[src/rtl/tmse_pkg.sv]
// ----------------------------------------------------------------------------
// tmse_pkg
// Shared widths, codes and types of the Turing machine step engine.
// ----------------------------------------------------------------------------
package tmse_pkg;

   localparam int ACT_W   = 3;
   localparam int STATE_W = 4;
   localparam int SYM_W   = 8;
   localparam int CELL_W  = 10;
   localparam int STEP_W  = 32;
   localparam int CSR_AW  = 4;
   localparam int CSR_DW  = 32;

   localparam int DEF_STATE_COUNT = 16;
   localparam int DEF_TAPE_DEPTH  = 1024;

   localparam logic [SYM_W-1:0] BLANK_SYM = 8'd95;

   // item actions
   localparam logic [ACT_W-1:0] ACT_LOAD    = 3'd0;
   localparam logic [ACT_W-1:0] ACT_WRITE   = 3'd1;
   localparam logic [ACT_W-1:0] ACT_STEP    = 3'd2;
   localparam logic [ACT_W-1:0] ACT_RESTART = 3'd3;
   localparam logic [ACT_W-1:0] ACT_READ    = 3'd4;

   // register indexes
   localparam logic [1:0] REG_START  = 2'd0;
   localparam logic [1:0] REG_ACCEPT = 2'd1;
   localparam logic [1:0] REG_REJECT = 2'd2;

   typedef struct packed {
      logic [STATE_W-1:0] start_state;
      logic [STATE_W-1:0] accept_state;
      logic [STATE_W-1:0] reject_state;
   } cfg_type;

   typedef struct packed {
      logic [ACT_W-1:0]   action;
      logic [STATE_W-1:0] from_state;
      logic [SYM_W-1:0]   symbol;
      logic [STATE_W-1:0] next_state;
      logic [SYM_W-1:0]   out_symbol;
      logic               move_right;
      logic [CELL_W-1:0]  cell_index;
   } req_type;

   typedef struct packed {
      logic [STATE_W-1:0] state_now;
      logic [CELL_W-1:0]  head_now;
      logic               halted;
      logic               accepted;
      logic [STEP_W-1:0]  steps_taken;
      logic [SYM_W-1:0]   read_symbol;
      logic               tape_end;
   } rsp_type;

   typedef struct packed {
      logic               valid;
      logic [STATE_W-1:0] next_state;
      logic [SYM_W-1:0]   out_symbol;
      logic               move_right;
   } trans_entry_type;

   localparam int TRANS_W = $bits(trans_entry_type);

endpackage

[src/rtl/tmse_ctrl.sv]
// ----------------------------------------------------------------------------
// tmse_ctrl
// Sequencer: clearing pass, item decode, step read-modify-write, result register.
// ----------------------------------------------------------------------------
module tmse_ctrl #(
   parameter int STATE_COUNT = tmse_pkg::DEF_STATE_COUNT,
   parameter int TAPE_DEPTH  = tmse_pkg::DEF_TAPE_DEPTH,
   localparam int SIW = $clog2(STATE_COUNT),
   localparam int TAW = SIW + tmse_pkg::SYM_W,
   localparam int HW  = $clog2(TAPE_DEPTH)
) (
   input  logic                          clock,
   input  logic                          reset,
   input  tmse_pkg::cfg_type             cfg,
   input  logic                          req_valid,
   input  tmse_pkg::req_type             req_data,
   output logic                          req_ready,
   output logic                          rsp_valid,
   output tmse_pkg::rsp_type             rsp_data,
   input  logic                          rsp_ready,
   output logic                          t_we,
   output logic [TAW-1:0]                t_waddr,
   output logic [tmse_pkg::TRANS_W-1:0]  t_wdata,
   output logic                          t_re,
   output logic [TAW-1:0]                t_raddr,
   input  logic [tmse_pkg::TRANS_W-1:0]  t_rdata,
   output logic                          p_we,
   output logic [HW-1:0]                 p_waddr,
   output logic [tmse_pkg::SYM_W-1:0]    p_wdata,
   output logic                          p_re,
   output logic [HW-1:0]                 p_raddr,
   input  logic [tmse_pkg::SYM_W-1:0]    p_rdata
);

   localparam int TS_DEPTH = STATE_COUNT * 256;
   localparam int CLR_LEN  = (TS_DEPTH > TAPE_DEPTH) ? TS_DEPTH : TAPE_DEPTH;
   localparam int CW       = $clog2(CLR_LEN);

   localparam logic [2:0] S_CLR  = 3'd0;
   localparam logic [2:0] S_IDLE = 3'd1;
   localparam logic [2:0] S_TRW  = 3'd2;
   localparam logic [2:0] S_RDW  = 3'd3;
   localparam logic [2:0] S_FIN  = 3'd4;

   logic [2:0]                   state_ff, state_in;
   logic [CW-1:0]                clr_cnt_ff, clr_cnt_in;
   logic [tmse_pkg::STATE_W-1:0] mstate_ff, mstate_in;
   logic [HW-1:0]                head_ff, head_in;
   logic [tmse_pkg::STEP_W-1:0]  steps_ff, steps_in;
   logic                         end_ff, end_in;
   logic [tmse_pkg::SYM_W-1:0]   hsym_ff, hsym_in;    // mirrors tape cell under head
   logic [tmse_pkg::SYM_W-1:0]   rsym_ff, rsym_in;
   logic                         is_rd_ff, is_rd_in;
   logic                         miss_ff, miss_in;
   logic                         rsp_valid_ff, rsp_valid_in;
   tmse_pkg::rsp_type            rsp_ff, rsp_in;

   tmse_pkg::trans_entry_type    ent;
   logic                         hit;
   logic [tmse_pkg::STATE_W-1:0] nxt_st;
   logic [tmse_pkg::SYM_W-1:0]   wsym;
   logic                         go_right;
   logic                         clamp;
   logic [HW-1:0]                head_new;
   logic                         halted;
   logic                         from_ok;
   logic                         state_ok;
   logic                         cell_ok;
   logic                         is_head;

   assign halted   = (mstate_ff == cfg.accept_state) || (mstate_ff == cfg.reject_state);
   assign from_ok  = 32'(req_data.from_state) < 32'(STATE_COUNT);
   assign state_ok = 32'(mstate_ff) < 32'(STATE_COUNT);
   assign cell_ok  = 32'(req_data.cell_index) < 32'(TAPE_DEPTH);
   assign is_head  = 32'(req_data.cell_index) == 32'(head_ff);

   // transition decode; a missing entry sends to reject, rewrites, moves left
   always_comb begin
      ent      = tmse_pkg::trans_entry_type'(t_rdata);
      hit      = ent.valid && !miss_ff;
      nxt_st   = hit ? ent.next_state : cfg.reject_state;
      wsym     = hit ? ent.out_symbol : hsym_ff;
      go_right = hit && ent.move_right;
      clamp    = 1'b0;
      head_new = head_ff;
      if (go_right) begin
         if (head_ff == HW'(TAPE_DEPTH - 1)) begin
            clamp = 1'b1;
         end else begin
            head_new = head_ff + 1'b1;
         end
      end else if (head_ff != '0) begin
         head_new = head_ff - 1'b1;
      end
   end

   assign req_ready = (state_ff == S_IDLE);

   always_comb begin
      state_in     = state_ff;
      clr_cnt_in   = clr_cnt_ff;
      mstate_in    = mstate_ff;
      head_in      = head_ff;
      steps_in     = steps_ff;
      end_in       = end_ff;
      hsym_in      = hsym_ff;
      rsym_in      = rsym_ff;
      is_rd_in     = is_rd_ff;
      miss_in      = miss_ff;
      rsp_valid_in = rsp_valid_ff && !rsp_ready;
      rsp_in       = rsp_ff;
      t_we    = 1'b0;
      t_waddr = '0;
      t_wdata = '0;
      t_re    = 1'b0;
      t_raddr = '0;
      p_we    = 1'b0;
      p_waddr = '0;
      p_wdata = tmse_pkg::BLANK_SYM;
      p_re    = 1'b0;
      p_raddr = '0;

      unique case (state_ff)
         S_CLR: begin
            t_we       = 32'(clr_cnt_ff) < 32'(TS_DEPTH);
            t_waddr    = TAW'(clr_cnt_ff);
            p_we       = 32'(clr_cnt_ff) < 32'(TAPE_DEPTH);
            p_waddr    = HW'(clr_cnt_ff);
            clr_cnt_in = clr_cnt_ff + 1'b1;
            if (clr_cnt_ff == CW'(CLR_LEN - 1)) begin
               state_in = S_IDLE;
            end
         end
         S_IDLE: begin
            if (req_valid) begin
               is_rd_in = 1'b0;
               state_in = S_FIN;
               unique case (req_data.action)
                  tmse_pkg::ACT_LOAD: begin
                     t_we    = from_ok;
                     t_waddr = {SIW'(req_data.from_state), req_data.symbol};
                     t_wdata = {1'b1, req_data.next_state, req_data.out_symbol,
                                req_data.move_right};
                  end
                  tmse_pkg::ACT_WRITE: begin
                     p_we    = cell_ok;
                     p_waddr = HW'(req_data.cell_index);
                     p_wdata = req_data.symbol;
                     if (cell_ok && is_head) begin
                        hsym_in = req_data.symbol;
                     end
                  end
                  tmse_pkg::ACT_STEP: begin
                     if (!halted) begin
                        miss_in  = !state_ok;
                        t_re     = 1'b1;
                        t_raddr  = {SIW'(mstate_ff), hsym_ff};
                        state_in = S_TRW;
                     end
                  end
                  tmse_pkg::ACT_RESTART: begin
                     mstate_in = cfg.start_state;
                     head_in   = '0;
                     steps_in  = '0;
                     end_in    = 1'b0;
                     p_re      = 1'b1;
                     state_in  = S_RDW;
                  end
                  tmse_pkg::ACT_READ: begin
                     is_rd_in = 1'b1;
                     if (cell_ok) begin
                        p_re     = 1'b1;
                        p_raddr  = HW'(req_data.cell_index);
                        state_in = S_RDW;
                     end else begin
                        rsym_in = tmse_pkg::BLANK_SYM;
                     end
                  end
                  default: ;
               endcase
            end
         end
         S_TRW: begin
            p_we      = 1'b1;
            p_waddr   = head_ff;
            p_wdata   = wsym;
            mstate_in = nxt_st;
            head_in   = head_new;
            end_in    = end_ff || clamp;
            steps_in  = (steps_ff == '1) ? steps_ff : steps_ff + 1'b1;
            if (head_new != head_ff) begin
               p_re     = 1'b1;
               p_raddr  = head_new;
               state_in = S_RDW;
            end else begin
               // head stayed: the cell just written is under it
               hsym_in  = wsym;
               state_in = S_FIN;
            end
         end
         S_RDW: begin
            if (is_rd_ff) begin
               rsym_in = p_rdata;
            end else begin
               hsym_in = p_rdata;
            end
            state_in = S_FIN;
         end
         S_FIN: begin
            if (!rsp_valid_ff || rsp_ready) begin
               rsp_valid_in       = 1'b1;
               rsp_in.state_now   = mstate_ff;
               rsp_in.head_now    = tmse_pkg::CELL_W'(head_ff);
               rsp_in.halted      = halted;
               rsp_in.accepted    = (mstate_ff == cfg.accept_state);
               rsp_in.steps_taken = steps_ff;
               rsp_in.read_symbol = is_rd_ff ? rsym_ff : hsym_ff;
               rsp_in.tape_end    = end_ff;
               state_in           = S_IDLE;
            end
         end
         default: state_in = S_CLR;
      endcase
   end

   always_ff @(posedge clock) begin
      if (reset) begin
         state_ff     <= S_CLR;
         clr_cnt_ff   <= '0;
         mstate_ff    <= '0;
         head_ff      <= '0;
         steps_ff     <= '0;
         end_ff       <= 1'b0;
         hsym_ff      <= tmse_pkg::BLANK_SYM;
         rsp_valid_ff <= 1'b0;
      end else begin
         state_ff     <= state_in;
         clr_cnt_ff   <= clr_cnt_in;
         mstate_ff    <= mstate_in;
         head_ff      <= head_in;
         steps_ff     <= steps_in;
         end_ff       <= end_in;
         hsym_ff      <= hsym_in;
         rsp_valid_ff <= rsp_valid_in;
      end
   end

   always_ff @(posedge clock) begin
      rsym_ff  <= rsym_in;
      is_rd_ff <= is_rd_in;
      miss_ff  <= miss_in;
      rsp_ff   <= rsp_in;
   end

   assign rsp_valid = rsp_valid_ff;
   assign rsp_data  = rsp_ff;

endmodule

[config.mk]
export PLATFORM = sky130hd
export DESIGN_NAME = tmse_ctrl
export DESIGN_NICKNAME = d
export VERILOG_FILES = /design/src/rtl/tmse_pkg.sv /design/src/rtl/tmse_ctrl.sv
export SDC_FILE = /design/constraint.sdc
export NUM_CORES = 1
export LEC_CHECK = 0
export ABC_AREA = 1
export BUFFER_PORTS_ARGS = -buffer_cell sky130_fd_sc_hd__buf_4
export CORE_AREA = 2 2 142 144
export DETAILED_ROUTE_END_ITERATION = 10
export DIE_AREA = 0 0 144 146
export GPL_TIMING_DRIVEN = 0
export MAX_ROUTING_LAYER = met4
export PLACE_DENSITY = 0.67
export SLEW_MARGIN = 20
export SYNTH_ARGS = -nofsm -noshare
export SYNTH_HDL_FRONTEND = slang
export SYNTH_SLANG_ARGS = --single-unit
[constraint.sdc]
create_clock -name clock -period 4.7 [get_ports clock]
set_input_delay 0.235 -clock clock [delete_from_list [all_inputs] [get_ports clock]]
set_output_delay 0.235 -clock clock [all_outputs]
set_load 0.05 [all_outputs]
==> impl_summary.log <==
INFO  metric ff2ff_setup_slack = around 2.4 ns
INFO  metric drt_first_iter_violations = between 500 and 600
INFO  metric finalMaxSlewViolations = 0
INFO  metric hp-class = input port to register
INFO  metric achievable-frequency = ~0.33 GHz
INFO  metric critPathKind = register to output pin
INFO  metric worst-endpoint-arrival = 2.78 ns
INFO  metric critical_path.endpoint_type = output pin
INFO  metric clock_tree_from_tritoncts = done
INFO  metric worst-slew-pin-transition = about 0.65 ns
INFO  metric dpl-instance-area = ~0.0096 mm²
INFO  metric fillers = between 1500 and 2000
INFO  metric drc_errors = 0
INFO  metric routedWlPerCell = approximately 16 µm
INFO  metric fp.dieW = approximately 140 µm
INFO  metric reg2reg_depth = 12
INFO  metric fin_crit = around 3 ns
INFO  metric die_area = about 0.021 mm²
INFO  metric count_of_placed_standard_cells_in_the_final_layout_fillers_left_out = ~1600
INFO  metric antenna-diode-count = 0
INFO  metric rsz_0062_raised_after_global_routing = no
INFO  metric initial_core_util = 0.398
INFO  metric crit_required = ~4.5 ns
INFO  metric hold_path_startpoint = cfg[11]
INFO  metric predominant_post_synthesis_flop_cell = sky130_fd_sc_hd__dfxtp_1
INFO  metric synth-edff-count = 66
INFO  metric syn2layout_area_growth = 34.3%
INFO  metric power-per-cell-area = between 200 and 300 mW/mm²
INFO  metric routed_wirelength = 24800 µm
INFO  metric detail_route.vias_per_cell = 5.02
INFO  metric finalHoldViolations = 0
INFO  metric post_synth_instance_area = 0.00769 mm²
INFO  metric grt_max_degree = 27
INFO  metric ys_types = between 40 and 50
INFO  metric syn_inst = 1055
INFO  metric max_fanout_on_critical_path = 10
INFO  metric finalClockSkew = 0.0117 ns
INFO  metric synth.yosys.seq_area_share = 0.442
INFO  metric layout_worst_path_cycle_share = 0.642
INFO  metric worst_setup_path_start_kind = register
INFO  metric route.vias.total = about 7900
INFO  metric max_cap_viol_count = 0
INFO  metric flip_flop_and_latch_count_after_synthesis = ~140
INFO  metric worst_flop_to_flop_path_startpoint = head_ff[1]
INFO  metric via_count_of_the_first_global_routing_pass = approximately 7400
INFO  metric ys_async_sr_fraction = 0
INFO  metric clk_root_buffer_cell = sky130_fd_sc_hd__clkbuf_16
INFO  metric share_of_layout_cells_above_drive_strength_1 = 0.224
INFO  metric fin_area = between 0.01 and 0.015 mm²
INFO  metric ios = between 200 and 250
INFO  metric grt_first_pass_wirelength = slightly below 40000 µm
INFO  metric worst_skew_pair.late_latency = 0.43 ns
INFO  metric run_status = completed
INFO  metric cell_row_count = 51
INFO  metric worst_hold_path.num_cells = 3
INFO  metric core_area = just under 0.02 mm²
INFO  metric globalRoute.totalOverflow = 0
INFO  metric synthesized_netlist_net_count = between 1000 and 1500
INFO  metric globalplace.congestion = ~0.95
INFO  metric syn_avg_cell_area = around 7.3 µm²
INFO  metric finish.net_count = between 1000 and 1500
INFO  metric power.total = roughly 2800 µW
INFO  metric postRouteAntennaNets = 0
INFO  metric ys.warnings.count = 0
INFO  metric vdd_drop_max = approximately 0.26 mV
INFO  metric worstHoldEndpoint = mstate_ff[3]
INFO  metric cts_inserted_buffers = 17
INFO  metric static-leakage-power = about 0.0043 µW
INFO  metric clock_tree_buffer_depth = 2
INFO  metric clkTransAtPathRegs = roughly 0.070 ns
INFO  metric grtUsageTotal = 0.244
INFO  metric regToRegEndpoint = state_ff[1]
INFO  metric die-height = between 100 and 150 µm
INFO  metric numClockSinks = between 100 and 150
INFO  metric timing.slew.headroom = 0.563
INFO  metric detail_route.first_pass.iterations = 5
INFO  metric post_detail_place_hpwl = between 15000 and 20000 µm
INFO  metric final-setup-viol-count = 0
INFO  metric placement.io_buffers = 204
INFO  metric placed_cells = around 1500
INFO  metric h-tree-depth = 4
INFO  metric antenna_violations_before_repair = 0
## registers in the layout, summed over array words and instances, names as in the netlist
| signal | cells |
|---|---|
| clr_cnt_ff | 12 |
| rsym_ff | 8 |
| mstate_ff | 4 |
| is_rd_ff | 1 |
| hsym_ff | 8 |
| head_ff | 10 |
| rsp_valid | 1 |
| rsp_data | 57 |
| state_ff | 3 |
| steps_ff | 32 |
| end_ff | 1 |
## cell usage after synthesis, drive strengths merged, types with 3 or more instances
library cell / count / share of area
nand3: 87 / 0.060
o21ai: 71 / 0.047
o221ai: 7 / 0.0080
clkinv: 3 / 0.0015
nor2: 147 / 0.079
buf: 19 / 0.016
a31oi: 7 / 0.0057
edfxtp: 66 / 0.26
nor3: 29 / 0.021
or2: 3 / 0.0024
ha: 4 / 0.0065
o22ai: 6 / 0.0049
nand4: 19 / 0.015
dfxtp: 71 / 0.18
a21oi: 49 / 0.032
xnor2: 5 / 0.0057
nand2: 275 / 0.14
xor2: 19 / 0.022
clkbuf: 15 / 0.0073
a211oi: 3 / 0.0029
inv: 133 / 0.065
o211ai: 8 / 0.0078
## how the worst max path moves through the flow
stage | cells after the start | start | endpoint | slack, ns
3_3_place_gp | 5 | state_ff[1] | rsp_data[27] | -0.79
6_report | 11 | head_ff[1] | p_raddr[7] | 1.68
4_1_cts | 11 | head_ff[1] | p_raddr[7] | 1.71
2_1_floorplan | 5 | state_ff[1] | rsp_data[0] | 0.68
5_1_grt | 11 | head_ff[1] | p_raddr[7] | 1.55
3_5_place_dp | 7 | req_data[36] | p_waddr[0] | 1.96
## area by class of cell
class	instances	area [µm²]	area share
multi-input combinational	748	3610	0.349
sequential	137	3400	0.329
timing repair buffer	214	1670	0.161
inverter	136	513	0.0497
clock buffer	18	429	0.0416
tap	265	332	0.0321
clock inverter	14	196	0.0190
buffer	34	180	0.0174
## power breakdown
| group | switching (µW) | leakage [µW] | total [µW] | internal, µW |
|---|---|---|---|---|
| sequential | 2.26 | 0.00113 | 1250 | 1240 |
| clock | 541 | 0.000299 | 1430 | 891 |
| combinational | 90.8 | 0.00289 | 163 | 72.5 |
## repair_timing
item / 4_1_cts / 5_1_grt
setup buffers: 0 / 0
resized for setup: 0 / 0
hold endpoints to repair: 8 / 0
hold buffers: 8 / 0
## stage by stage
stage	utilization	hold WS, ns	setup WS [ns]	setup TNS (ns)
detailed placement	0.498	0.419	1.96	0
floorplan	-	0.334	0.681	0
global route	0.534	0.0969	1.55	0
CTS	0.534	0.0816	1.71	0
global placement	0.494	0.410	-0.787	-44.61
finish	0.534	0.0915	1.68	0
## layout by cell type (no fill, tap or decap), types with 2 or more instances in the layout
cell                            synthesis  final
sky130_fd_sc_hd__buf_2                  9      9
sky130_fd_sc_hd__xor2_1                19     19
sky130_fd_sc_hd__nor2_2                 7      7
sky130_fd_sc_hd__dlygate4sd3_1          0      8
sky130_fd_sc_hd__clkbuf_16              0     17
sky130_fd_sc_hd__a21oi_1               48     47
sky130_fd_sc_hd__buf_16                 0      2
sky130_fd_sc_hd__inv_6                  0      2
sky130_fd_sc_hd__inv_2                  4      4
sky130_fd_sc_hd__clkbuf_1              15     16
sky130_fd_sc_hd__o22ai_1                6      6
sky130_fd_sc_hd__clkinv_4               0      4
sky130_fd_sc_hd__inv_1                128    128
sky130_fd_sc_hd__xnor2_1                5      5
sky130_fd_sc_hd__dfxtp_1               71     71
sky130_fd_sc_hd__buf_6                  2      2
sky130_fd_sc_hd__buf_4                  7    211
sky130_fd_sc_hd__clkinv_1               3      4
sky130_fd_sc_hd__nand3_1               83     83
sky130_fd_sc_hd__a211oi_1               3      3
sky130_fd_sc_hd__bufinv_16              0      4
sky130_fd_sc_hd__o21ai_1                3      3
sky130_fd_sc_hd__clkinvlp_4             0      2
sky130_fd_sc_hd__edfxtp_1              66     66
sky130_fd_sc_hd__nand3_2                3      3
sky130_fd_sc_hd__nand2_1              268    268
sky130_fd_sc_hd__nand4_1               19     19
sky130_fd_sc_hd__nand2_2                4      4
sky130_fd_sc_hd__ha_1                   4      4
sky130_fd_sc_hd__nand2_4                3      3
sky130_fd_sc_hd__o221ai_1               7      7
sky130_fd_sc_hd__nor3_1                26     26
sky130_fd_sc_hd__nor2_4                 5      5
sky130_fd_sc_hd__a31oi_1                7      7
sky130_fd_sc_hd__nor3_2                 3      3
sky130_fd_sc_hd__o21ai_0               67     67
sky130_fd_sc_hd__nand3b_1               2      2
sky130_fd_sc_hd__or2_2                  3      3
sky130_fd_sc_hd__nor2_1               135    135
sky130_fd_sc_hd__o211ai_1               8      8
## worst max-delay path: stages, from the launching register on
cell and delay, ns:
sky130_fd_sc_hd__dfxtp_1 0.54, sky130_fd_sc_hd__inv_1 0.21, sky130_fd_sc_hd__ha_1 0.30, sky130_fd_sc_hd__nand2_1 0.13, sky130_fd_sc_hd__nor2_2 0.07, sky130_fd_sc_hd__nand3_2 0.10, sky130_fd_sc_hd__nand2_1 0.08, sky130_fd_sc_hd__nand2_1 0.16
sky130_fd_sc_hd__inv_1 0.07, sky130_fd_sc_hd__buf_2 0.19, sky130_fd_sc_hd__o21ai_0 0.25, sky130_fd_sc_hd__buf_4 0.25
## cells by family (layout without fill, tap and decap cells)
kind of cell	Yosys count	in the layout	share of synthesized area
XOR/XNOR	24	24	0.0273
AND/OR/NAND/NOR	566	566	0.322
AO/OA/AOI/OAI	154	154	0.111
flip-flops	137	137	0.442
adder cells (fa/ha/maj)	4	4	0.00651
buffers and inverters	170	416	0.0901
## routing by layer
layer | track usage | up-vias | part of all wire
met2 | 0.395 | 329 | 0.48
met3 | 0.0421 | 47 | 0.062
met4 | 0.0740 | 0 | 0.022
met5 | - | - | 0
li1 | - | 3932 | -
met1 | 0.310 | 3560 | 0.43
Power figures use the tool's default switching activity.
