===== src/rtl/tmse_pkg.sv =====
// ----------------------------------------------------------------------------
// tmse_pkg
// Shared widths, codes and types of the Turing machine step engine.
// ----------------------------------------------------------------------------
package tmse_pkg;

   localparam int ACT_W   = 3;
   localparam int STATE_W = 4;
   localparam int SYM_W   = 8;
   localparam int CELL_W  = 10;
   localparam int STEP_W  = 32;
   localparam int CSR_AW  = 4;
   localparam int CSR_DW  = 32;

   localparam int DEF_STATE_COUNT = 16;
   localparam int DEF_TAPE_DEPTH  = 1024;

   localparam logic [SYM_W-1:0] BLANK_SYM = 8'd95;

   // item actions
   localparam logic [ACT_W-1:0] ACT_LOAD    = 3'd0;
   localparam logic [ACT_W-1:0] ACT_WRITE   = 3'd1;
   localparam logic [ACT_W-1:0] ACT_STEP    = 3'd2;
   localparam logic [ACT_W-1:0] ACT_RESTART = 3'd3;
   localparam logic [ACT_W-1:0] ACT_READ    = 3'd4;

   // register indexes
   localparam logic [1:0] REG_START  = 2'd0;
   localparam logic [1:0] REG_ACCEPT = 2'd1;
   localparam logic [1:0] REG_REJECT = 2'd2;

   typedef struct packed {
      logic [STATE_W-1:0] start_state;
      logic [STATE_W-1:0] accept_state;
      logic [STATE_W-1:0] reject_state;
   } cfg_type;

   typedef struct packed {
      logic [ACT_W-1:0]   action;
      logic [STATE_W-1:0] from_state;
      logic [SYM_W-1:0]   symbol;
      logic [STATE_W-1:0] next_state;
      logic [SYM_W-1:0]   out_symbol;
      logic               move_right;
      logic [CELL_W-1:0]  cell_index;
   } req_type;

   typedef struct packed {
      logic [STATE_W-1:0] state_now;
      logic [CELL_W-1:0]  head_now;
      logic               halted;
      logic               accepted;
      logic [STEP_W-1:0]  steps_taken;
      logic [SYM_W-1:0]   read_symbol;
      logic               tape_end;
   } rsp_type;

   typedef struct packed {
      logic               valid;
      logic [STATE_W-1:0] next_state;
      logic [SYM_W-1:0]   out_symbol;
      logic               move_right;
   } trans_entry_type;

   localparam int TRANS_W = $bits(trans_entry_type);

endpackage


===== src/rtl/tmse_csr.sv =====
// ----------------------------------------------------------------------------
// tmse_csr
// APB register file: start, accept and reject state.
// ----------------------------------------------------------------------------
module tmse_csr (
   input  logic                          clock,
   input  logic                          reset,
   input  logic                          psel,
   input  logic                          penable,
   input  logic                          pwrite,
   input  logic [tmse_pkg::CSR_AW-1:0]   paddr,
   input  logic [tmse_pkg::CSR_DW-1:0]   pwdata,
   output logic [tmse_pkg::CSR_DW-1:0]   prdata,
   output logic                          pready,
   output tmse_pkg::cfg_type             cfg
);

   logic [tmse_pkg::STATE_W-1:0] start_ff, start_in;
   logic [tmse_pkg::STATE_W-1:0] accept_ff, accept_in;
   logic [tmse_pkg::STATE_W-1:0] reject_ff, reject_in;
   logic [1:0]                   idx;
   logic                         wr;

   assign idx    = paddr[3:2];
   assign wr     = psel && penable && pwrite;
   assign pready = 1'b1;

   always_comb begin
      start_in  = start_ff;
      accept_in = accept_ff;
      reject_in = reject_ff;
      if (wr) begin
         unique case (idx)
            tmse_pkg::REG_START:  start_in  = pwdata[tmse_pkg::STATE_W-1:0];
            tmse_pkg::REG_ACCEPT: accept_in = pwdata[tmse_pkg::STATE_W-1:0];
            tmse_pkg::REG_REJECT: reject_in = pwdata[tmse_pkg::STATE_W-1:0];
            default: ;
         endcase
      end
   end

   always_comb begin
      unique case (idx)
         tmse_pkg::REG_START:  prdata = tmse_pkg::CSR_DW'(start_ff);
         tmse_pkg::REG_ACCEPT: prdata = tmse_pkg::CSR_DW'(accept_ff);
         tmse_pkg::REG_REJECT: prdata = tmse_pkg::CSR_DW'(reject_ff);
         default:              prdata = '0;
      endcase
   end

   always_ff @(posedge clock) begin
      if (reset) begin
         start_ff  <= 4'd0;
         accept_ff <= 4'd1;
         reject_ff <= 4'd2;
      end else begin
         start_ff  <= start_in;
         accept_ff <= accept_in;
         reject_ff <= reject_in;
      end
   end

   assign cfg.start_state  = start_ff;
   assign cfg.accept_state = accept_ff;
   assign cfg.reject_state = reject_ff;

endmodule


===== config.mk =====
export PLATFORM = sky130hd
export DESIGN_NAME = tmse_csr
export DESIGN_NICKNAME = d
export VERILOG_FILES = /design/src/rtl/tmse_pkg.sv /design/src/rtl/tmse_csr.sv
export SDC_FILE = /design/constraint.sdc
export NUM_CORES = 1
export LEC_CHECK = 0
export BUFFER_PORTS_ARGS = -buffer_cell sky130_fd_sc_hd__buf_2
export CAP_MARGIN = 10
export CORE_MARGIN = 3
export CORE_UTILIZATION = 37
export CTS_CLUSTER_SIZE = 14
export DETAILED_ROUTE_END_ITERATION = 12
export PLACE_DENSITY = 0.95
export SLEW_MARGIN = 40
export SYNTH_ARGS = -nofsm -noshare
export SYNTH_HDL_FRONTEND = slang
export SYNTH_SLANG_ARGS = --single-unit

===== constraint.sdc =====
create_clock -name clock -period 2.21 [get_ports clock]
set_clock_uncertainty 0.05 [all_clocks]
set_input_delay 0 -clock clock [delete_from_list [all_inputs] [get_ports clock]]
set_output_delay 0 -clock clock [all_outputs]
set_load 0.03 [all_outputs]

==> summary.md, run 1 <==
| Metric | Value |
|---|---|
| # diodes | 0 |
| Clk_lat worst skew | about 0.26 ns |
| Setup TNS | 0 ns |
| Final Routed Wirelength | 1.46 mm |
| Multi-input logic area | 450 sq um |
| Die X | around 53 microns |
| EDFF count, synth | 0 |
| Fmax | ~880 MHz |
| Row count | 16 |
| Hold depth | 3 |
| Initial core utilization | 0.403 |
| Internal Power | 0.000346 W |
| Fin crit share | 0.512 |
| Final hold vios | 0 |
| Clk slew on worst S/H paths | 0.07 ns |
| Clock power frac | 0.325 |
| Detailed Place HPWL | between 1 and 1.5 mm |
| Worst reg-to-reg path cell count | 2 |
| Area Growth Syn to Fin | 13.1% |
| Synth Instances | 93 |
| Yosys top cell by area | dfxtp_1 |
| RD Place Congestion | between 0.6 and 0.7 |
| Fill count | 212 |
| Synth Register Bits | 12 |
| Gr ovfl total | 0 |
| Tot GR Track Use | 0.113 |
| First-pass GRT wire length | around 2.3 mm |
| HP Class | primary input to flip-flop |
| Pin count of the biggest net entering global routing | 19 |
| Cell Count, Final, Fillers Out | about 150 |
| Clk root buf | clkbuf_4 |
| Worst hold slack | around 0.085 ns |
| Worst Path Arrival | ~1.1 ns |
| CP Class | flip-flop to output port |
| Port bufs | 26 |
| Initial antenna violation count | 0 |
| Cell with the most instances after synthesis | buf_4 |
| Final slew viol count | 0 |
| Setup Viol. Count Final | 0 |
| Worst VDD drop | slightly below 0.4 mV |
| Worst setup EP type | output port |
| Async S/R FF share, synth | 0 |
| Sequential share of the synthesized area | 0.292 |
| Ports | between 80 and 90 |
| Max-cap violations | 0 |
| Via count | ~600 |
| Final nets | around 160 |
| Post-route ant nets | 0 |
| Comb pwr share | 0.245 |
| Predominant post-synthesis flop cell | dfxtp_1 |
| Largest cells by area after synthesis | dfxtp_1 (29%), buf_4 (27%), mux2i_1 (19%) |
| Pleak | ~0.5 nW |
| Final min period | between 1 and 1.5 ns |
| Unrepaired setup endpoints after global routing | false |
| Overall power | ~0.0005 W |
| Vias per inst | just over 4 |
| Layout cells sized above 1 | 0.262 |
| Vias in the first global route | 519 |
| H-tree depth | 1 |
| Sw Pwr | approximately 0.00017 W |
| TritonCTS clock tree | built |
| Clock sink total | 12 |
| Ys Warns | 0 |
| Core Area | about 0.002 sq mm |
| Synth unique cells | 15 |
| Worst-path fanout max | 3 |
| DP Cell Count | between 100 and 150 |
| Syn_area_per_cell | between 8 and 9 sq um |
| Register area | ~240 sq um |
| CTS buffer count | 3 |
| Switching Fraction | 0.326 |
| Status | completed |
| Starting DRC count in detailed routing | 3 |
| Post-synth top cells | buf_4 (30), mux2i_1 (16), nand2b_1 (14), dfxtp_1 (12) |
| Drt pass-1 iters | 4 |
| Die height | 53.2 microns |
| Final Cell Area | 931 sq um |
| Die Area | around 0.0028 sq mm |
| Reg power frac | 0.430 |
| Synth top area share | 0.292 |
| DR WL/cell | 9.80 microns |
| Placed inst area | around 850 sq um |
| Worst EP required | about 2.2 ns |
| Max clock buf depth | 2 |
| Residual DRC count | 0 |
| Power per cell area | approximately 550 mW/mm^2 |
| Post-CTS Setup Inserts | 0 |
| CP Launch Type | flip-flop |
| Cell Area, Synth | just over 800 sq um |
## state kept, by name (all words and copies together) (netlist names)
register and flops:
accept_ff 4, reject_ff 4, start_ff 4
## cells by family after synthesis
logic type | count (synthesis) | share of synthesized area
flops | 12 | 0.292
other cells | 2 | 0.00912
compound gates | 4 | 0.0243
buf+inv | 32 | 0.284
mux | 16 | 0.195
simple gates | 27 | 0.196
## final cells by class
type,count,area share
clock buffers,4,0.0390
well taps,27,0.0363
repair buffers,30,0.183
flip-flops and latches,12,0.258
multi-input cells,76,0.484
## power by group through the flow
stage | Combinational, W | Clock [W] | Sequential [W]
after floorplan | 0.000134 | 0 | 0.000231
after global placement | 0.000118 | 0 | 0.000226
after detailed placement | 0.000120 | 0 | 0.000226
after CTS | 0.000125 | 0.000174 | 0.000221
after global routing | 0.000135 | 0.000190 | 0.000221
final | 0.000126 | 0.000167 | 0.000221
## timing repair
| action | CTS | global route |
|---|---|---|
| endpoints found under the hold margin | 10 | 0 |
| hold buffers | 4 | 0 |
| gates resized for setup | 0 | 0 |
## per-layer routing
| layer | track usage | routed length [microns] | vias up |
|---|---|---|---|
| li1 | - | - | 305 |
| met1 | 0.115 | 577 | 262 |
| met2 | 0.211 | 727 | 41 |
| met3 | 0.0197 | 156 | 0 |
| met4 | 0.0638 | 0 | 0 |
| met5 | 0 | 0 | - |
## final timing paths
path,startpoint,end,slack [ns]
worst min-delay path,reset,accept_ff[0],0.08
worst max-delay path,start_ff[3],prdata[3],1.08
worst min register to register,accept_ff[2],accept_ff[2],0.44
worst max register to register,reject_ff[0],reject_ff[0],1.53
## worst max-delay path, stage by stage (launching register included)
cell	delay (ns)
dfxtp_1	0.35
mux2i_1	0.07
o21ai_0	0.17
buf_2	0.23
## per-stage QoR
step,util,setup WS [ns]
2_1_floorplan,-,0.848
3_3_place_gp,0.419,1.15
3_5_place_dp,0.419,1.14
4_1_cts,0.456,1.04
5_1_grt,0.456,0.949
6_report,0.456,1.08
## placed cells by master (no fill, tap or decap), drive strengths merged
cell,synthesis,routed
clkbuf,1,4
nor2,4,4
nand2,4,4
o21ai,4,4
mux2i,16,16
conb,2,29
dfxtp,12,12
or3b,1,1
nor3,1,1
nand3,1,1
nand2b,14,14
nand4,1,1
buf,31,26
nor2b,1,1
dlygate4sd3,0,4
Power figures use the tool's default switching activity.
==> run 2, diff against run 1 <==
--- a/config.mk
+++ b/config.mk
@@ -8,10 +8,10 @@
 export BUFFER_PORTS_ARGS = -buffer_cell sky130_fd_sc_hd__buf_2
 export CAP_MARGIN = 10
 export CORE_MARGIN = 3
-export CORE_UTILIZATION = 37
+export CORE_UTILIZATION = 34
 export CTS_CLUSTER_SIZE = 14
 export DETAILED_ROUTE_END_ITERATION = 12
-export PLACE_DENSITY = 0.95
+export PLACE_DENSITY = 0.89
 export SLEW_MARGIN = 40
 export SYNTH_ARGS = -nofsm -noshare
 export SYNTH_HDL_FRONTEND = slang
==> constraint.sdc (replaced) <==
create_clock -name clock -period 1.15 [get_ports clock]
set_clock_uncertainty 0.05 [all_clocks]
set_input_delay 0 -clock clock [delete_from_list [all_inputs] [get_ports clock]]
set_output_delay 0 -clock clock [all_outputs]
set_load 0.03 [all_outputs]
==> run 2 against run 1 <==
  * Total power up 81%
  * Clock power up 51%
  * Sequential cell count unchanged
  * Cell count up 2.7%
  * Setup slack worse by 1.0 ns
  * Final area up 1.9%
  * Sequential power up 92%
  * First-iteration DRC count rose to 2.7 times the previous value
  * Sequential share of layout area down 0.48 points
  * Non-clock buffer count up 4
  * Critical path type unchanged
  * Critical endpoint is now prdata[1]
  * Largest cell class unchanged
  * Largest power group unchanged
==> summary.md, run 2 (synthesis results as in run 1) <==
| Metric | Value |
|---|---|
| Area Growth Syn to Fin | 15.2% |
| Initial core utilization | 0.365 |
| Residual DRC count | 0 |
| CP Class | flip-flop to output port |
| Setup Viol. Count Final | 0 |
| RD Place Congestion | 0.768 |
| HP Class | primary input to flip-flop |
| Detailed Place HPWL | between 1 and 1.5 mm |
| Final nets | 168 |
| Clock sink total | 12 |
| Post-cts resize count | 0 |
| Drt pass-1 iters | 4 |
| Starting DRC count in detailed routing | 8 |
| Fmax | 900 MHz |
| Max-cap violations | 0 |
| Clk root buf | clkbuf_4 |
| Top Registers | accept_ff (4), reject_ff (4), start_ff (4) |
| # diodes | 0 |
| Fin crit share | 0.966 |
| Most frequent cells in the layout | conb_1 (29), buf_2 (26), mux2i_1 (16), nand2b_1 (14), dfxtp_1 (12) |
| Gr ovfl total | 0 |
| CTS buffer count | 3 |
| Initial antenna violation count | 0 |
| Die Area | 0.00305 sq mm |
| Power per cell area | approximately 980 mW/mm^2 |
| Finished Core Util | 0.421 |
| Stages on worst setup path | 3 |
| Port bufs | 26 |
| CP cell instances | mux2i_1 -> o21ai_1 -> buf_2 |
| CP top delay family | flip-flops |
| Worst setup EP type | output port |
| Layout cells sized above 1 | 0.280 |
| Status | completed |
| Unrepaired setup endpoints after global routing | false |
| Max clock buf depth | 2 |
| Pleak | 0.521 nW |
| TritonCTS clock tree | built |
| Ports | 86 |
| Post-route ant nets | 0 |
| Row count | 17 |
| Worst Path Arrival | roughly 1.1 ns |
| Die X | between 50 and 60 microns |
| Clk_lat worst skew | 0.27 ns |
| Tot GR Track Use | 0.104 |
| Setup TNS | 0 ns |
| Max stage delay on crit path | roughly 0.36 ns |
| DR WL/cell | 10.2 microns |
| Worst VDD drop | 0.676 mV |
| Worst-path fanout max | 3 |
| First-pass GRT wire length | between 2 and 2.5 mm |
| Vias in the first global route | around 580 |
| Clk slew on worst S/H paths | roughly 0.070 ns |
| Final min period | ~1.1 ns |
| Hold depth | 3 |
| Final Routed Wirelength | 1.55 mm |
| Core Area | approximately 0.0023 sq mm |
| Worst reg-to-reg path cell count | 2 |
| Via count | between 600 and 700 |
| Final hold vios | 0 |
| H-tree depth | 1 |
| Most common cell after layout, fill and taps aside | conb_1 |
| Slowest cell on the critical path | dfxtp_1 |
| Crit path buf inv count | 1 |
| Die height | 55.2 microns |
| Worst EP required | approximately 1.1 ns |
| Pin count of the biggest net entering global routing | 19 |
| Vias per inst | 4.12 |
| CP Launch Type | flip-flop |
| Final slew viol count | 0 |
==> run 2: cell types whose count changed in the layout (fill, tap and decap cells not counted), sizes merged <==
| cell | before | now |
|---|---|---|
| buf | 26 | 30 |
| clkbuf | 4 | 3 |
==> run 2: per-layer routing <==
layer | wire length, microns | track usage | vias to the layer above | part of all wire
met3 | 139 | 0.0210 | 5 | 0.089
li1 | - | - | 307 | -
met2 | 841 | 0.184 | 38 | 0.54
met5 | 0 | 0 | - | 0
met1 | 530 | 0.109 | 281 | 0.34
met4 | 42 | 0.0729 | 0 | 0.027
==> run 2: layout make-up <==
type	count	area, sq um
tap	28	35.0
fill	222	1310
multi-input combinational	76	450
clock buffer	3	22.5
timing repair buffer	34	200
sequential	12	240
==> run 2: path summary, 6_finish.rpt <==
kind                startpoint      endpoint  slack (ns)
setup reg to reg  reject_ff[0]  reject_ff[0]        0.47
setup / recovery  accept_ff[1]     prdata[1]        0.04
hold reg to reg   accept_ff[2]  accept_ff[2]        0.44
hold / removal           reset  accept_ff[0]        0.08
==> run 2: timing repair <==
action / in CTS / in global routing
buffers inserted: 0 / 0
hold buffers: 4 / 0
hold endpoints to repair: 10 / 0
==> run 2: per-stage QoR <==
step / total power [W] / cell area (sq um) / hold WS, ns / std cells / setup slack [ns]
after floorplan: 0.000703 / 925 / 0.111 / 120 / 0.00957
after global placement: 0.000671 / 886 / 0.216 / 146 / 0.106
after detailed placement: 0.000674 / 886 / 0.226 / 146 / 0.0835
after CTS: 0.000937 / 948 / 0.0665 / 153 / 0.0257
after global routing: 0.000964 / 948 / 0.113 / 153 / 0.00202
final: 0.000928 / 948 / 0.0800 / 153 / 0.0391
==> run 2: worst register-to-register path, delay by kind of cell, from the launching register on <==
| kind | cells | cell delay (ns) |
|---|---|---|
| flops | 1 | 0.35 |
| mux | 1 | 0.15 |
| simple gates | 1 | 0.06 |
==> run 2: power breakdown <==
part	switching, W	internal, W	total, W	leakage, nW
Sequential	0.00000398	0.000421	0.000425	0.0969
Clock	0.000130	0.000121	0.000252	0.0138
Combinational	0.000193	0.0000585	0.000252	0.410
==> run 3, diff against run 2 <==
--- a/config.mk
+++ b/config.mk
@@ -5,13 +5,14 @@
 export SDC_FILE = /design/constraint.sdc
 export NUM_CORES = 1
 export LEC_CHECK = 0
+export ABC_AREA = 1
 export BUFFER_PORTS_ARGS = -buffer_cell sky130_fd_sc_hd__buf_2
 export CAP_MARGIN = 10
 export CORE_MARGIN = 3
-export CORE_UTILIZATION = 34
+export CORE_UTILIZATION = 35
 export CTS_CLUSTER_SIZE = 14
 export DETAILED_ROUTE_END_ITERATION = 12
-export PLACE_DENSITY = 0.89
+export PLACE_DENSITY = 0.91
 export SLEW_MARGIN = 40
 export SYNTH_ARGS = -nofsm -noshare
 export SYNTH_HDL_FRONTEND = slang
==> run 3 against run 2 <==
  * Critical endpoint is now prdata[0]
  * Largest power group unchanged
  * Via count rose by 14%
  * Synthesized area up 1.2%
  * Largest cell class unchanged
  * Setup slack better by 0.074 ns
  * Clock-buffer cell count stayed put
  * Highest routed layer unchanged
==> summary.md, run 3 <==
| Metric | Value |
|---|---|
| Status | completed |
| Dpl ws | roughly 0.31 ns |
| Final min period | roughly 1.0 ns |
| Pleak | around 0.50 nW |
| Gr ovfl total | 0 |
| Die Area | about 0.0030 sq mm |
| Post-synth top cells | buf_4 (29), nand2_1 (28), nor2_1 (21), nand3_1 (16), dfxtp_1 (12) |
| Fmax | between 900 and 1000 MHz |
| Yosys top cell by area | dfxtp_1 |
| Vias in the first global route | 580 |
| DR WL/cell | roughly 8.8 microns |
| Clk root buf | clkbuf_4 |
| Final nets | ~200 |
| Largest cells by area after synthesis | dfxtp_1 (29%), buf_4 (26%), nand2_1 (13%) |
| Synth top area share | 0.288 |
| Detailed Place HPWL | ~1.3 mm |
| Synth unique cells | 13 |
| First-pass GRT wire length | between 2 and 2.5 mm |
| Power per cell area | around 1100 mW/mm^2 |
| Clk slew on worst S/H paths | 0.08 ns |
| Via count | 718 |
| CTS buffer count | 3 |
| Most common cell after layout, fill and taps aside | conb_1 |
| # diodes | 0 |
| Switching Fraction | 0.384 |
| Starting DRC count in detailed routing | 10 |
| Final Routed Wirelength | between 1.5 and 2 mm |
| Die X | approximately 55 microns |
| Worst hold slack | ~0.030 ns |
| Worst Path Arrival | 0.99 ns |
| Layout cells sized above 1 | 0.247 |
| Reg power frac | 0.446 |
| Syn_area_per_cell | between 6 and 7 sq um |
| Fill count | 251 |
| Setup TNS | 0 ns |
| Worst VDD drop | roughly 0.47 mV |
| Ys Warns | 0 |
| Clock sink total | 12 |
| CP cell instances | nand2_1 -> nand3_1 -> buf_2 |
| Vias per inst | ~3.9 |
| Worst-path fanout max | 3 |
| Fin crit share | 0.902 |
| Clk_lat worst skew | ~0.28 ns |
| Initial core utilization | 0.373 |
| Async S/R FF share, synth | 0 |
| Predominant post-synthesis flop cell | dfxtp_1 |
| Initial antenna violation count | 0 |
| Post-route ant nets | 0 |
| Synth Instances | 126 |
| Crit path buf inv count | 1 |
| Port bufs | 26 |
| Most frequent cells in the layout | conb_1 (29), nand2_1 (28), buf_2 (26), nor2_1 (21), nand3_1 (16) |
| Ports | 86 |
| Slowest cell on the critical path | dfxtp_1 |
| Post-CTS Setup Inserts | 0 |
| Tot GR Track Use | 0.117 |
| Finished Core Util | 0.409 |
| CP top delay family | flip-flops |
| Sequential share of the synthesized area | 0.288 |
| Comb pwr share | 0.284 |
| Pin count of the biggest net entering global routing | 13 |
| Unrepaired setup endpoints after global routing | false |
| Core Area | 0.00223 sq mm |
| Cell Area, Synth | between 800 and 900 sq um |
| Final hold vios | 0 |
| Residual DRC count | 0 |
| Worst EP required | 1.10 ns |
| Max-cap violations | 0 |
| Max clock buf depth | 2 |
| Internal Power | about 0.0006 W |
| TritonCTS clock tree | built |
| Overall power | just under 0.001 W |
| Drt pass-1 iters | 4 |
| Die height | ~55 microns |
| Max stage delay on crit path | 0.35 ns |
| CP Launch Type | flip-flop |
| Area Growth Syn to Fin | 9.61% |
| RD Place Congestion | just under 0.8 |
| Cell with the most instances after synthesis | buf_4 |
| Setup Viol. Count Final | 0 |
| H-tree depth | 1 |
| HP Class | primary input to flip-flop |
| Row count | 17 |
| Worst setup EP type | output port |
| EDFF count, synth | 0 |
| Final slew viol count | 0 |
| Top Registers | accept_ff (4), reject_ff (4), start_ff (4) |
| Synth Register Bits | 12 |
| Clock power frac | 0.270 |
| Sw Pwr | 0.000370 W |
| CP Class | flip-flop to output port |
| Final worst slack | 0.113 ns |
==> run 3: changes by cell type after synthesis, sizes merged, moves of 2 or more <==
| cell | before | now |
|---|---|---|
| inv | 0 | 8 |
| mux2i | 16 | 0 |
| nand2 | 4 | 28 |
| nand2b | 14 | 0 |
| nand3 | 1 | 17 |
| nor2 | 4 | 27 |
| o21ai | 4 | 2 |
==> run 3: what timing repair did <==
action,CTS,global route
hold buffers,2,0
endpoints found under the setup margin,0,0
endpoints found under the hold margin,2,0
resized for setup,0,0
==> run 3: worst min-delay path, stage by stage <==
cell	delay, ns
buf_2	0.07
inv_1	0.06
nand3_1	0.08
nand2_1	0.04
nor2_1	0.07
==> run 3: path summary, 6_finish.rpt <==
check | from | endpoint | slack (ns) | depth (start not counted)
max reg2reg | accept_ff[0] | accept_ff[0] | 0.51 | 2
min reg2reg | reject_ff[1] | reject_ff[1] | 0.45 | 2
min | pwdata[3] | accept_ff[3] | 0.03 | 5
max | accept_ff[0] | prdata[0] | 0.11 | 3
==> run 3: through the flow <==
step	cell area, sq um	cells
2_1_floorplan	935	153
3_3_place_gp	871	177
3_5_place_dp	871	177
4_1_cts	913	182
5_1_grt	913	182
6_report	913	182
==> run 3: logic make-up (layout without fill, tap and decap cells) <==
| group | Yosys count | in the layout | synth area share |
|---|---|---|---|
| simple gates | 72 | 72 | 0.380 |
| flops | 12 | 12 | 0.288 |
| compound gates | 2 | 2 | 0.0120 |
| other cells | 2 | 29 | 0.00901 |
| buf+inv | 38 | 39 | 0.311 |
==> run 3: power groups by stage <==
stage	clock network, W	registers (W)	logic [W]
final	0.000260	0.000431	0.000274
after global routing	0.000292	0.000432	0.000301
after CTS	0.000267	0.000430	0.000273
after detailed placement	0	0.000440	0.000267
after global placement	0	0.000440	0.000266
after floorplan	0	0.000458	0.000279
==> run 3: final cells by class <==
cell class	instances	area (sq um)	area share
clock buffers	3	22.5	0.0247
multi-input cells	103	435	0.477
flip-flops and latches	12	240	0.263
inverters	8	30.0	0.0329
repair buffers	28	150	0.164
well taps	28	35.0	0.0384
==> run 3: routing by layer <==
layer | vias up | track usage | wire length (microns)
li1 | 388 | - | -
met2 | 29 | 0.183 | 701
met4 | 0 | 0.0622 | 34
met5 | - | 0 | 0
met1 | 296 | 0.139 | 726
met3 | 5 | 0.0381 | 132
